**src/hw/rtl/ptd_pkg.sv**
```systemverilog
// Package with the types, codes and constants of the periodic priority task dispatcher.
`default_nettype none
package ptd_pkg;

    localparam int TASK_SLOTS_DEF      = 8;
    localparam int PRIORITY_LEVELS_DEF = 4;
    localparam logic [15:0] TICK_WRAP  = 16'd65000;

    typedef enum logic [1:0] {
        KIND_TICK   = 2'd0,
        KIND_CREATE = 2'd1,
        KIND_DELETE = 2'd2,
        KIND_NONE   = 2'd3
    } kind_t;

    typedef enum logic [1:0] {
        STATUS_OK      = 2'd0,
        STATUS_FULL    = 2'd1,
        STATUS_NULL_ID = 2'd2,
        STATUS_SPARE   = 2'd3
    } status_code_t;

    typedef enum logic [1:0] {
        SLOT_EMPTY   = 2'd0,
        SLOT_ACTIVE  = 2'd1,
        SLOT_DELETED = 2'd2,
        SLOT_SPARE   = 2'd3
    } slot_state_t;

    typedef enum logic [3:0] {
        ST_IDLE,
        ST_CREATE,
        ST_DEL_RD,
        ST_DEL_CMP,
        ST_TICK_RD,
        ST_TICK_CHK,
        ST_TICK_DIV,
        ST_DISP_SEL,
        ST_DISP_RD,
        ST_FINISH
    } fsm_state_t;

    typedef struct packed {
        logic [1:0]  kind;
        logic [7:0]  task_id;
        logic [1:0]  priority_req;
        logic [15:0] period;
    } cmd_word_t;

    typedef struct packed {
        logic [1:0] status;
        logic       dispatch_valid;
        logic [7:0] dispatch_task;
    } rsp_word_t;

endpackage
`default_nettype wire

```
**src/hw/rtl/ptd_cmd_if.sv**
```systemverilog
// Valid/ready channel interfaces for command and response words.
`default_nettype none
interface ptd_cmd_if
    import ptd_pkg::*;
    ();
    logic      valid;
    logic      ready;
    cmd_word_t data;
    modport source (output valid, output data, input ready);
    modport sink (input valid, input data, output ready);
endinterface

interface ptd_rsp_if
    import ptd_pkg::*;
    ();
    logic      valid;
    logic      ready;
    rsp_word_t data;
    modport source (output valid, output data, input ready);
    modport sink (input valid, input data, output ready);
endinterface
`default_nettype wire

```
**src/hw/rtl/periodic_priority_task_dispatcher.sv**
```systemverilog
// Create fills one slot; delete searches the used slots in turn; tick walks the used slots
// and runs a bit-serial remainder, one bit a cycle, for each active slot with a nonzero period.
// One word is in work at a time; the next is taken once the result is registered.
// Throughput is set by the slot walk and the shared remainder unit.
// Reset clears the tick count to 1, all slot states, queue heads and fill counts at once;
// slot and queue memories are not cleared and need no clearing pass.
`default_nettype none
module periodic_priority_task_dispatcher
    import ptd_pkg::*;
#(
    parameter int TASK_SLOTS      = TASK_SLOTS_DEF,
    parameter int PRIORITY_LEVELS = PRIORITY_LEVELS_DEF
)
(
    input wire logic  clk,
    input wire logic  rst_n,
    ptd_cmd_if.sink   cmd,
    ptd_rsp_if.source rsp
);

    localparam int SW  = (TASK_SLOTS > 1) ? $clog2(TASK_SLOTS) : 1;
    localparam int FW  = $clog2(TASK_SLOTS + 1);
    localparam int PW  = (PRIORITY_LEVELS > 1) ? $clog2(PRIORITY_LEVELS) : 1;
    localparam int QD  = PRIORITY_LEVELS * TASK_SLOTS;
    localparam int QAW = (QD > 1) ? $clog2(QD) : 1;

    fsm_state_t state_reg, state_next;

    logic [7:0]  id_reg;
    logic [PW-1:0] prio_reg;
    logic [15:0] per_reg;

    logic [15:0] tick_reg, tick_next;
    logic [FW-1:0] used_reg, used_next;
    slot_state_t slot_st_reg [TASK_SLOTS];
    slot_state_t slot_st_next [TASK_SLOTS];
    logic [SW-1:0] head_reg [PRIORITY_LEVELS];
    logic [SW-1:0] head_next [PRIORITY_LEVELS];
    logic [FW-1:0] fill_reg [PRIORITY_LEVELS];
    logic [FW-1:0] fill_next [PRIORITY_LEVELS];

    logic [FW-1:0] idx_reg, idx_next;
    logic [3:0]  cnt_reg, cnt_next;
    logic [15:0] rem_reg, rem_next;
    logic [1:0]  status_reg, status_next;
    logic        dvalid_reg, dvalid_next;

    logic        out_valid_reg, out_valid_next;
    rsp_word_t   out_data_reg, out_data_next;

    logic [7:0]    slot_task_mem [TASK_SLOTS];
    logic [PW-1:0] slot_prio_mem [TASK_SLOTS];
    logic [15:0]   slot_per_mem  [TASK_SLOTS];
    logic [7:0]    rd_task_q;
    logic [PW-1:0] rd_prio_q;
    logic [15:0]   rd_per_q;
    logic          slot_we;
    logic [SW-1:0] slot_waddr;

    logic [7:0]     ready_mem [QD];
    logic [7:0]     rq_q;
    logic [QAW-1:0] raddr_reg, raddr_next;
    logic           q_we;
    logic [QAW-1:0] q_waddr;

    logic [PW-1:0] prio_sat;
    logic [16:0]   rem_ext;
    logic [16:0]   rem_sub;
    logic [15:0]   rem_step;

    assign cmd.ready = (state_reg == ST_IDLE);
    assign rsp.valid = out_valid_reg;
    assign rsp.data  = out_data_reg;

    always_comb
    begin
        if (32'(cmd.data.priority_req) >= PRIORITY_LEVELS)
        begin
            prio_sat = PW'(PRIORITY_LEVELS - 1);
        end
        else
        begin
            prio_sat = PW'(cmd.data.priority_req);
        end
    end

    assign rem_ext  = {rem_reg, tick_reg[4'd15 - cnt_reg]};
    assign rem_sub  = rem_ext - {1'b0, rd_per_q};
    assign rem_step = rem_sub[16] ? rem_ext[15:0] : rem_sub[15:0];

    always_ff @(posedge clk)
    begin
        if (slot_we)
        begin
            slot_task_mem[slot_waddr] <= id_reg;
            slot_prio_mem[slot_waddr] <= prio_reg;
            slot_per_mem[slot_waddr]  <= per_reg;
        end
        rd_task_q <= slot_task_mem[idx_reg[SW-1:0]];
        rd_prio_q <= slot_prio_mem[idx_reg[SW-1:0]];
        rd_per_q  <= slot_per_mem[idx_reg[SW-1:0]];
    end

    always_ff @(posedge clk)
    begin
        if (q_we)
        begin
            ready_mem[q_waddr] <= rd_task_q;
        end
        rq_q <= ready_mem[raddr_reg];
    end

    always_ff @(posedge clk)
    begin
        if (cmd.valid && cmd.ready)
        begin
            id_reg   <= cmd.data.task_id;
            prio_reg <= prio_sat;
            per_reg  <= cmd.data.period;
        end
        out_data_reg <= out_data_next;
        rem_reg      <= rem_next;
        cnt_reg      <= cnt_next;
        raddr_reg    <= raddr_next;
    end

    always_ff @(posedge clk or negedge rst_n)
    begin
        if (!rst_n)
        begin
            state_reg     <= ST_IDLE;
            tick_reg      <= 16'd1;
            used_reg      <= '0;
            idx_reg       <= '0;
            status_reg    <= STATUS_OK;
            dvalid_reg    <= 1'b0;
            out_valid_reg <= 1'b0;
            for (int i = 0; i < TASK_SLOTS; i++)
            begin
                slot_st_reg[i] <= SLOT_EMPTY;
            end
            for (int p = 0; p < PRIORITY_LEVELS; p++)
            begin
                head_reg[p] <= '0;
                fill_reg[p] <= '0;
            end
        end
        else
        begin
            state_reg     <= state_next;
            tick_reg      <= tick_next;
            used_reg      <= used_next;
            idx_reg       <= idx_next;
            status_reg    <= status_next;
            dvalid_reg    <= dvalid_next;
            out_valid_reg <= out_valid_next;
            slot_st_reg   <= slot_st_next;
            head_reg      <= head_next;
            fill_reg      <= fill_next;
        end
    end

    always_comb
    begin
        logic found;
        int   pos;
        state_next     = state_reg;
        tick_next      = tick_reg;
        used_next      = used_reg;
        idx_next       = idx_reg;
        status_next    = status_reg;
        dvalid_next    = dvalid_reg;
        out_valid_next = out_valid_reg;
        out_data_next  = out_data_reg;
        slot_st_next   = slot_st_reg;
        head_next      = head_reg;
        fill_next      = fill_reg;
        cnt_next       = cnt_reg;
        rem_next       = rem_reg;
        raddr_next     = raddr_reg;
        slot_we        = 1'b0;
        slot_waddr     = '0;
        q_we           = 1'b0;
        q_waddr        = '0;
        found          = 1'b0;
        pos            = 0;

        if (out_valid_reg && rsp.ready)
        begin
            out_valid_next = 1'b0;
        end

        unique case (state_reg)
            ST_IDLE:
            begin
                idx_next    = '0;
                status_next = STATUS_OK;
                dvalid_next = 1'b0;
                if (cmd.valid)
                begin
                    unique case (cmd.data.kind)
                        KIND_TICK:   state_next = ST_TICK_RD;
                        KIND_CREATE: state_next = ST_CREATE;
                        KIND_DELETE:
                        begin
                            if (cmd.data.task_id == 8'd0)
                            begin
                                status_next = STATUS_NULL_ID;
                                state_next  = ST_FINISH;
                            end
                            else
                            begin
                                state_next = ST_DEL_RD;
                            end
                        end
                        default:     state_next = ST_FINISH;
                    endcase
                end
            end
            ST_CREATE:
            begin
                if (32'(used_reg) < TASK_SLOTS)
                begin
                    slot_we                     = 1'b1;
                    slot_waddr                  = used_reg[SW-1:0];
                    slot_st_next[used_reg[SW-1:0]] = SLOT_ACTIVE;
                    used_next                   = used_reg + 1'b1;
                end
                else
                begin
                    status_next = STATUS_FULL;
                    for (int i = 0; i < TASK_SLOTS; i++)
                    begin
                        if (!found && slot_st_reg[i] == SLOT_DELETED)
                        begin
                            found           = 1'b1;
                            slot_we         = 1'b1;
                            slot_waddr      = SW'(i);
                            slot_st_next[i] = SLOT_ACTIVE;
                            status_next     = STATUS_OK;
                        end
                    end
                end
                state_next = ST_FINISH;
            end
            ST_DEL_RD:
            begin
                state_next = (idx_reg >= used_reg) ? ST_FINISH : ST_DEL_CMP;
            end
            ST_DEL_CMP:
            begin
                if (rd_task_q == id_reg)
                begin
                    slot_st_next[idx_reg[SW-1:0]] = SLOT_DELETED;
                    state_next                    = ST_FINISH;
                end
                else
                begin
                    idx_next   = idx_reg + 1'b1;
                    state_next = ST_DEL_RD;
                end
            end
            ST_TICK_RD:
            begin
                state_next = (idx_reg >= used_reg) ? ST_DISP_SEL : ST_TICK_CHK;
            end
            ST_TICK_CHK:
            begin
                if (slot_st_reg[idx_reg[SW-1:0]] == SLOT_ACTIVE && rd_per_q != 16'd0)
                begin
                    rem_next   = '0;
                    cnt_next   = '0;
                    state_next = ST_TICK_DIV;
                end
                else
                begin
                    idx_next   = idx_reg + 1'b1;
                    state_next = ST_TICK_RD;
                end
            end
            ST_TICK_DIV:
            begin
                rem_next = rem_step;
                cnt_next = cnt_reg + 1'b1;
                if (cnt_reg == 4'd15)
                begin
                    if (rem_step == 16'd0 && 32'(fill_reg[rd_prio_q]) < TASK_SLOTS)
                    begin
                        pos = int'(head_reg[rd_prio_q]) + int'(fill_reg[rd_prio_q]);
                        if (pos >= TASK_SLOTS)
                        begin
                            pos = pos - TASK_SLOTS;
                        end
                        q_we                 = 1'b1;
                        q_waddr              = QAW'(int'(rd_prio_q) * TASK_SLOTS + pos);
                        fill_next[rd_prio_q] = fill_reg[rd_prio_q] + 1'b1;
                    end
                    idx_next   = idx_reg + 1'b1;
                    state_next = ST_TICK_RD;
                end
            end
            ST_DISP_SEL:
            begin
                for (int p = 0; p < PRIORITY_LEVELS; p++)
                begin
                    if (!found && fill_reg[p] != '0)
                    begin
                        found        = 1'b1;
                        raddr_next   = QAW'(p * TASK_SLOTS + int'(head_reg[p]));
                        fill_next[p] = fill_reg[p] - 1'b1;
                        if (32'(head_reg[p]) == TASK_SLOTS - 1)
                        begin
                            head_next[p] = '0;
                        end
                        else
                        begin
                            head_next[p] = head_reg[p] + 1'b1;
                        end
                    end
                end
                dvalid_next = found;
                tick_next   = (tick_reg + 16'd1 == TICK_WRAP) ? 16'd1 : tick_reg + 16'd1;
                state_next  = ST_DISP_RD;
            end
            ST_DISP_RD:
            begin
                state_next = ST_FINISH;
            end
            ST_FINISH:
            begin
                if (!out_valid_reg || rsp.ready)
                begin
                    out_valid_next               = 1'b1;
                    out_data_next.status         = status_reg;
                    out_data_next.dispatch_valid = dvalid_reg;
                    out_data_next.dispatch_task  = dvalid_reg ? rq_q : 8'd0;
                    state_next                   = ST_IDLE;
                end
            end
            default:
            begin
                state_next = ST_IDLE;
            end
        endcase
    end

`ifndef ASSERT_OFF
    a_tick_range: assert property (@(posedge clk) disable iff (!rst_n)
        tick_reg != 16'd0 && tick_reg < TICK_WRAP)
        else $error("tick count out of range");

    a_used_bound: assert property (@(posedge clk) disable iff (!rst_n)
        32'(used_reg) <= TASK_SLOTS)
        else $error("slot use count exceeds table size");

    a_idle_dispatch: assert property (@(posedge clk) disable iff (!rst_n)
        out_valid_reg && !out_data_reg.dispatch_valid |-> out_data_reg.dispatch_task == 8'd0)
        else $error("task id reported without a dispatch");

    a_tick_status: assert property (@(posedge clk) disable iff (!rst_n)
        out_valid_reg && out_data_reg.dispatch_valid |-> out_data_reg.status == STATUS_OK)
        else $error("dispatch reported with nonzero status");
`endif

endmodule
`default_nettype wire
```
**src/flat_wrapper.sv**
```systemverilog
// flat-port wrapper written by rule: the top's interface ports become plain ports
module periodic_priority_task_dispatcher_flat import ptd_pkg::*;
#(
    parameter int TASK_SLOTS      = TASK_SLOTS_DEF,
    parameter int PRIORITY_LEVELS = PRIORITY_LEVELS_DEF
)
  (clk, rst_n, cmd_valid, cmd_data, cmd_ready, rsp_valid, rsp_data, rsp_ready);
  ptd_cmd_if cmd_i ();
  ptd_rsp_if rsp_i ();
  input wire logic clk;
  input wire logic rst_n;
  input wire logic [$bits(cmd_i.valid)-1:0] cmd_valid;
  input wire logic [$bits(cmd_i.data)-1:0] cmd_data;
  output wire logic [$bits(cmd_i.ready)-1:0] cmd_ready;
  output wire logic [$bits(rsp_i.valid)-1:0] rsp_valid;
  output wire logic [$bits(rsp_i.data)-1:0] rsp_data;
  input wire logic [$bits(rsp_i.ready)-1:0] rsp_ready;
  assign cmd_i.valid = cmd_valid;
  assign cmd_i.data = cmd_data;
  assign cmd_ready = cmd_i.ready;
  assign rsp_valid = rsp_i.valid;
  assign rsp_data = rsp_i.data;
  assign rsp_i.ready = rsp_ready;
  periodic_priority_task_dispatcher #(.TASK_SLOTS(TASK_SLOTS), .PRIORITY_LEVELS(PRIORITY_LEVELS)) u_core (.clk(clk), .rst_n(rst_n), .cmd(cmd_i), .rsp(rsp_i));
endmodule
```
**config.mk**
```make
export PLATFORM = sky130hd
export DESIGN_NAME = periodic_priority_task_dispatcher_flat
export DESIGN_NICKNAME = d
export VERILOG_FILES = /design/src/hw/rtl/ptd_pkg.sv /design/src/hw/rtl/ptd_cmd_if.sv /design/src/hw/rtl/periodic_priority_task_dispatcher.sv /design/src/flat_wrapper.sv
export SDC_FILE = /design/constraint.sdc
export NUM_CORES = 1
export LEC_CHECK = 0
export BUFFER_PORTS_ARGS = -buffer_cell sky130_fd_sc_hd__buf_4
export CAP_MARGIN = 15
export CORE_UTILIZATION = 46
export CTS_CLUSTER_SIZE = 40
export DETAILED_ROUTE_END_ITERATION = 8
export SLEW_MARGIN = 15
export SYNTH_ARGS = -nofsm -noshare
export SYNTH_HDL_FRONTEND = slang
export SYNTH_SLANG_ARGS = --single-unit
```
**constraint.sdc**
```tcl
create_clock -name clk -period 9.91 [get_ports clk]
set_input_delay 1.982 -clock clk [delete_from_list [all_inputs] [get_ports clk]]
set_output_delay 1.982 -clock clk [all_outputs]
set_load 0.1 [all_outputs]
```
==> results.json <==
{
  "outcome": "finished clean",
  "n_fill_cell": 4498,
  "synth_seq_cells": 636,
  "wirelength_mm": 60.6,
  "clockPowerShare_pct": 34.2,
  "yosys-top-cells-area": "edfxtp_1 (60%), mux4_2 (7.8%), dfrtp_1 (7.1%)",
  "drv_slew": 0,
  "rrSetupSlack_ns": 4.07,
  "initial_core_util_pct": 46.6,
  "switchingPower_mw": 2.27,
  "hold_path_class": "reg -> reg",
  "die_w_um": 241,
  "synth_top_area_share_pct": 60.0,
  "avgSynthCellArea_sq_um": 15.8,
  "post-route-period-util_pct": 59.0,
  "seqPwrFrac_pct": 49.2,
  "synthArstFlopShare_pct": 11.9,
  "cts-root-buf": "clkbuf_16",
  "firstDrtPassIters": 5,
  "gr-total-overflow": 0,
  "grt_setup_unrepaired": "no",
  "cts_tree": "yes",
  "syn-cell-area_sq_mm": 0.0263,
  "syn-instance-count": 1669,
  "clk_latency_ns": 0.61,
  "pwr-share-comb_pct": 16.7,
  "p_sw_share_pct": 29.7,
  "drtIter0Drc": 1484,
  "antenna_found_initial": 0,
  "cap_violations": 0,
  "hpwl_mm": 37.3,
  "clock_skew_ns": 0.0238,
  "fin_setup_tns_ns": 0,
  "netlist-cell-type-count": 73,
  "pin_count": 45,
  "placed_cells": 2418,
  "vias": 14933,
  "postCtsHoldBufs": 0,
  "fmax_mhz": 171,
  "final_core_util_pct": 52.9,
  "grt_pass1_vias": 14841,
  "area_delta_synth_final_pct": 13.5,
  "dieArea_sq_mm": 0.0582,
  "required_ns": 10.14,
  "yosysMostFrequentCell": "edfxtp_1",
  "yosysTopAreaCell": "edfxtp_1",
  "grt_pass1_wl_mm": 92.1,
  "clock_path_buffers": 3,
  "cts-htree-levels": 3,
  "slew-limit-headroom_pct": 24.8,
  "clkSlewWorstSetupHoldPaths_ns": 0.06,
  "wl_per_cell_um": 23.8,
  "core_region_area_sq_mm": 0.0565,
  "power_density_mw_per_mm2": 256,
  "ant_nets": 0,
  "rows": 87,
  "largest_reg_flops": 256,
  "path_max_fanout": 20,
  "place_congestion": 0.851,
  "tightest_slew_ns": 1.12,
  "top_register": "u_core.ready_mem",
  "synthFlopType": "edfxtp_1",
  "die_height_um": 241,
  "layout-drive-gt1-share_pct": 17.5,
  "leakagePower_nw": 10.1,
  "synth_edf_count": 526,
  "post_cts_resize_count": 0,
  "antenna_cells": 0,
  "cts_inserted_buffers": 68,
  "worstSetupStartpointType": "register",
  "arrival_ns": 6.07,
  "irDropWorstVdd_uv": 156,
  "critPathKind": "reg -> reg",
  "setup_viol": 0,
  "grt_max_degree": 77,
  "fin_nets": 1809,
  "synth_fp_nets": 1745,
  "hold_viol": 0,
  "portBuffers": 44,
  "drcViolationCount": 0,
  "end_kind": "register",
  "period_needed_ns": 5.84,
  "synth_common_cells": "edfxtp_1 (526), a22oi_1 (113), nor2_1 (111)",
  "vias_per_cell": 5.87,
  "reg_top3": "u_core.ready_mem x256, u_core.slot_per_mem x128, u_core.slot_task_mem x64",
  "yosysSeqAreaShare_pct": 69.8,
  "grtUsageTotal_pct": 21.5,
  "synth_warnings": 0,
  "final_cells": 2542,
  "cts.sink_count": 636,
  "internal_power_mw": 5.38,
  "postCtsSetupBuffers": 0
}
-- critical path, cell delays in order, from the launching register on --
cell and delay [ns]:
edfxtp_1 0.52, mux4_2 0.55, mux2_2 0.27, o21ai_0 0.35, ha_1 0.28, fa_1 0.21, nand2b_1 0.14, a21oi_1 0.11
a31oi_1 0.32, o21ai_0 0.21, xor2_2 0.18, buf_4 0.24, nor4b_1 0.61, a41oi_4 0.20, or3_1 0.61, nor2_1 0.64
-- metrics by stage --
| stage | hold slack (ns) | power (mW) | instance area [sq um] | worst slack [ns] |
|---|---|---|---|---|
| final | 0.458 | 7.65 | 29900 | 4.07 |
| after global placement | 0.445 | 5.08 | 27500 | 4.31 |
| after CTS | 0.461 | 7.69 | 29800 | 4.06 |
| after global routing | 0.470 | 7.95 | 29900 | 3.72 |
| after detailed placement | 0.449 | 5.09 | 27500 | 4.14 |
| after floorplan | 0.425 | 4.52 | 26300 | 5.37 |
-- path summary, 6_finish.rpt --
path                                                      start                                end  depth (start not counted)
hold / removal             u_core.slot_task_mem[3][5]$_DFFE_PP_        u_core.rd_task_q[5]$_DFF_P_                          2
min in group asynchronous                                 rst_n     u_core.head_reg[1]$_DFFE_PN0P_                          1
setup reg to reg                u_core.cnt_reg[0]$_SDFFCE_PN0P_  u_core.ready_mem[26][1]$_DFFE_PP_                         15
max in group asynchronous                                 rst_n  u_core.slot_st_reg[0]$_DFFE_PN0P_                          2
hold reg to reg            u_core.slot_task_mem[3][5]$_DFFE_PP_        u_core.rd_task_q[5]$_DFF_P_                          2
setup / recovery                u_core.cnt_reg[0]$_SDFFCE_PN0P_  u_core.ready_mem[26][1]$_DFFE_PP_                         15
-- layer usage --
layer,vias up,track usage [%],routed length (um)
met5,-,0,0
met4,0,6.35,1330
met3,100,4.41,3960
met2,536,34.0,28600
met1,7556,30.3,26800
li1,6741,-,-
-- cells by family after synthesis --
| logic type | Yosys count | synth area share (%) |
|---|---|---|
| xor+xnor | 42 | 1.40 |
| fa+ha+maj | 44 | 2.15 |
| mux | 135 | 9.58 |
| buf+inv | 116 | 1.68 |
| flops | 636 | 69.8 |
| compound gates | 298 | 7.83 |
| simple gates | 398 | 7.54 |
-- placed cells by master (no fill, tap or decap), types with 12 or more instances in the layout --
master       n
edfxtp_1   526
a22oi_1    113
nor2_1     107
mux4_2      91
nand2_1     88
dfrtp_1     75
clkbuf_16   70
o21ai_0     62
buf_4       62
inv_1       43
ha_1        42
nand4_1     32
a21oi_1     32
nand3_1     29
dfxtp_1     26
mux2_2      24
xor2_1      21
xnor2_1     20
mux2i_1     19
nand2b_1    19
nor3_1      19
clkinv_1    18
nor2b_1     17
or3_1       14
nor4_1      14
a21o_1      13
o31ai_1     12
and2_1      12
clkbuf_1    12
-- area by class of cell --
type                    count  area, sq um  share of cell area, %
well taps                 756          946                   3.17
flip-flops and latches    636        18400                   61.6
multi-input cells         917         7560                   25.3
clock inverters            34          413                   1.38
repair buffers             63          485                   1.63
inverters                  47          176                  0.591
clock buffers              89         1890                   6.34
-- power groups by stage --
stage          registers, mW  clock network [mW]  logic (mW)
3_3_place_gp            3.81                   0        1.26
2_1_floorplan           3.61                   0       0.909
4_1_cts                 3.76                2.65        1.27
5_1_grt                 3.80                2.75        1.40
6_report                3.76                2.61        1.28
3_5_place_dp            3.82                   0        1.27
Power figures use the tool's default switching activity.
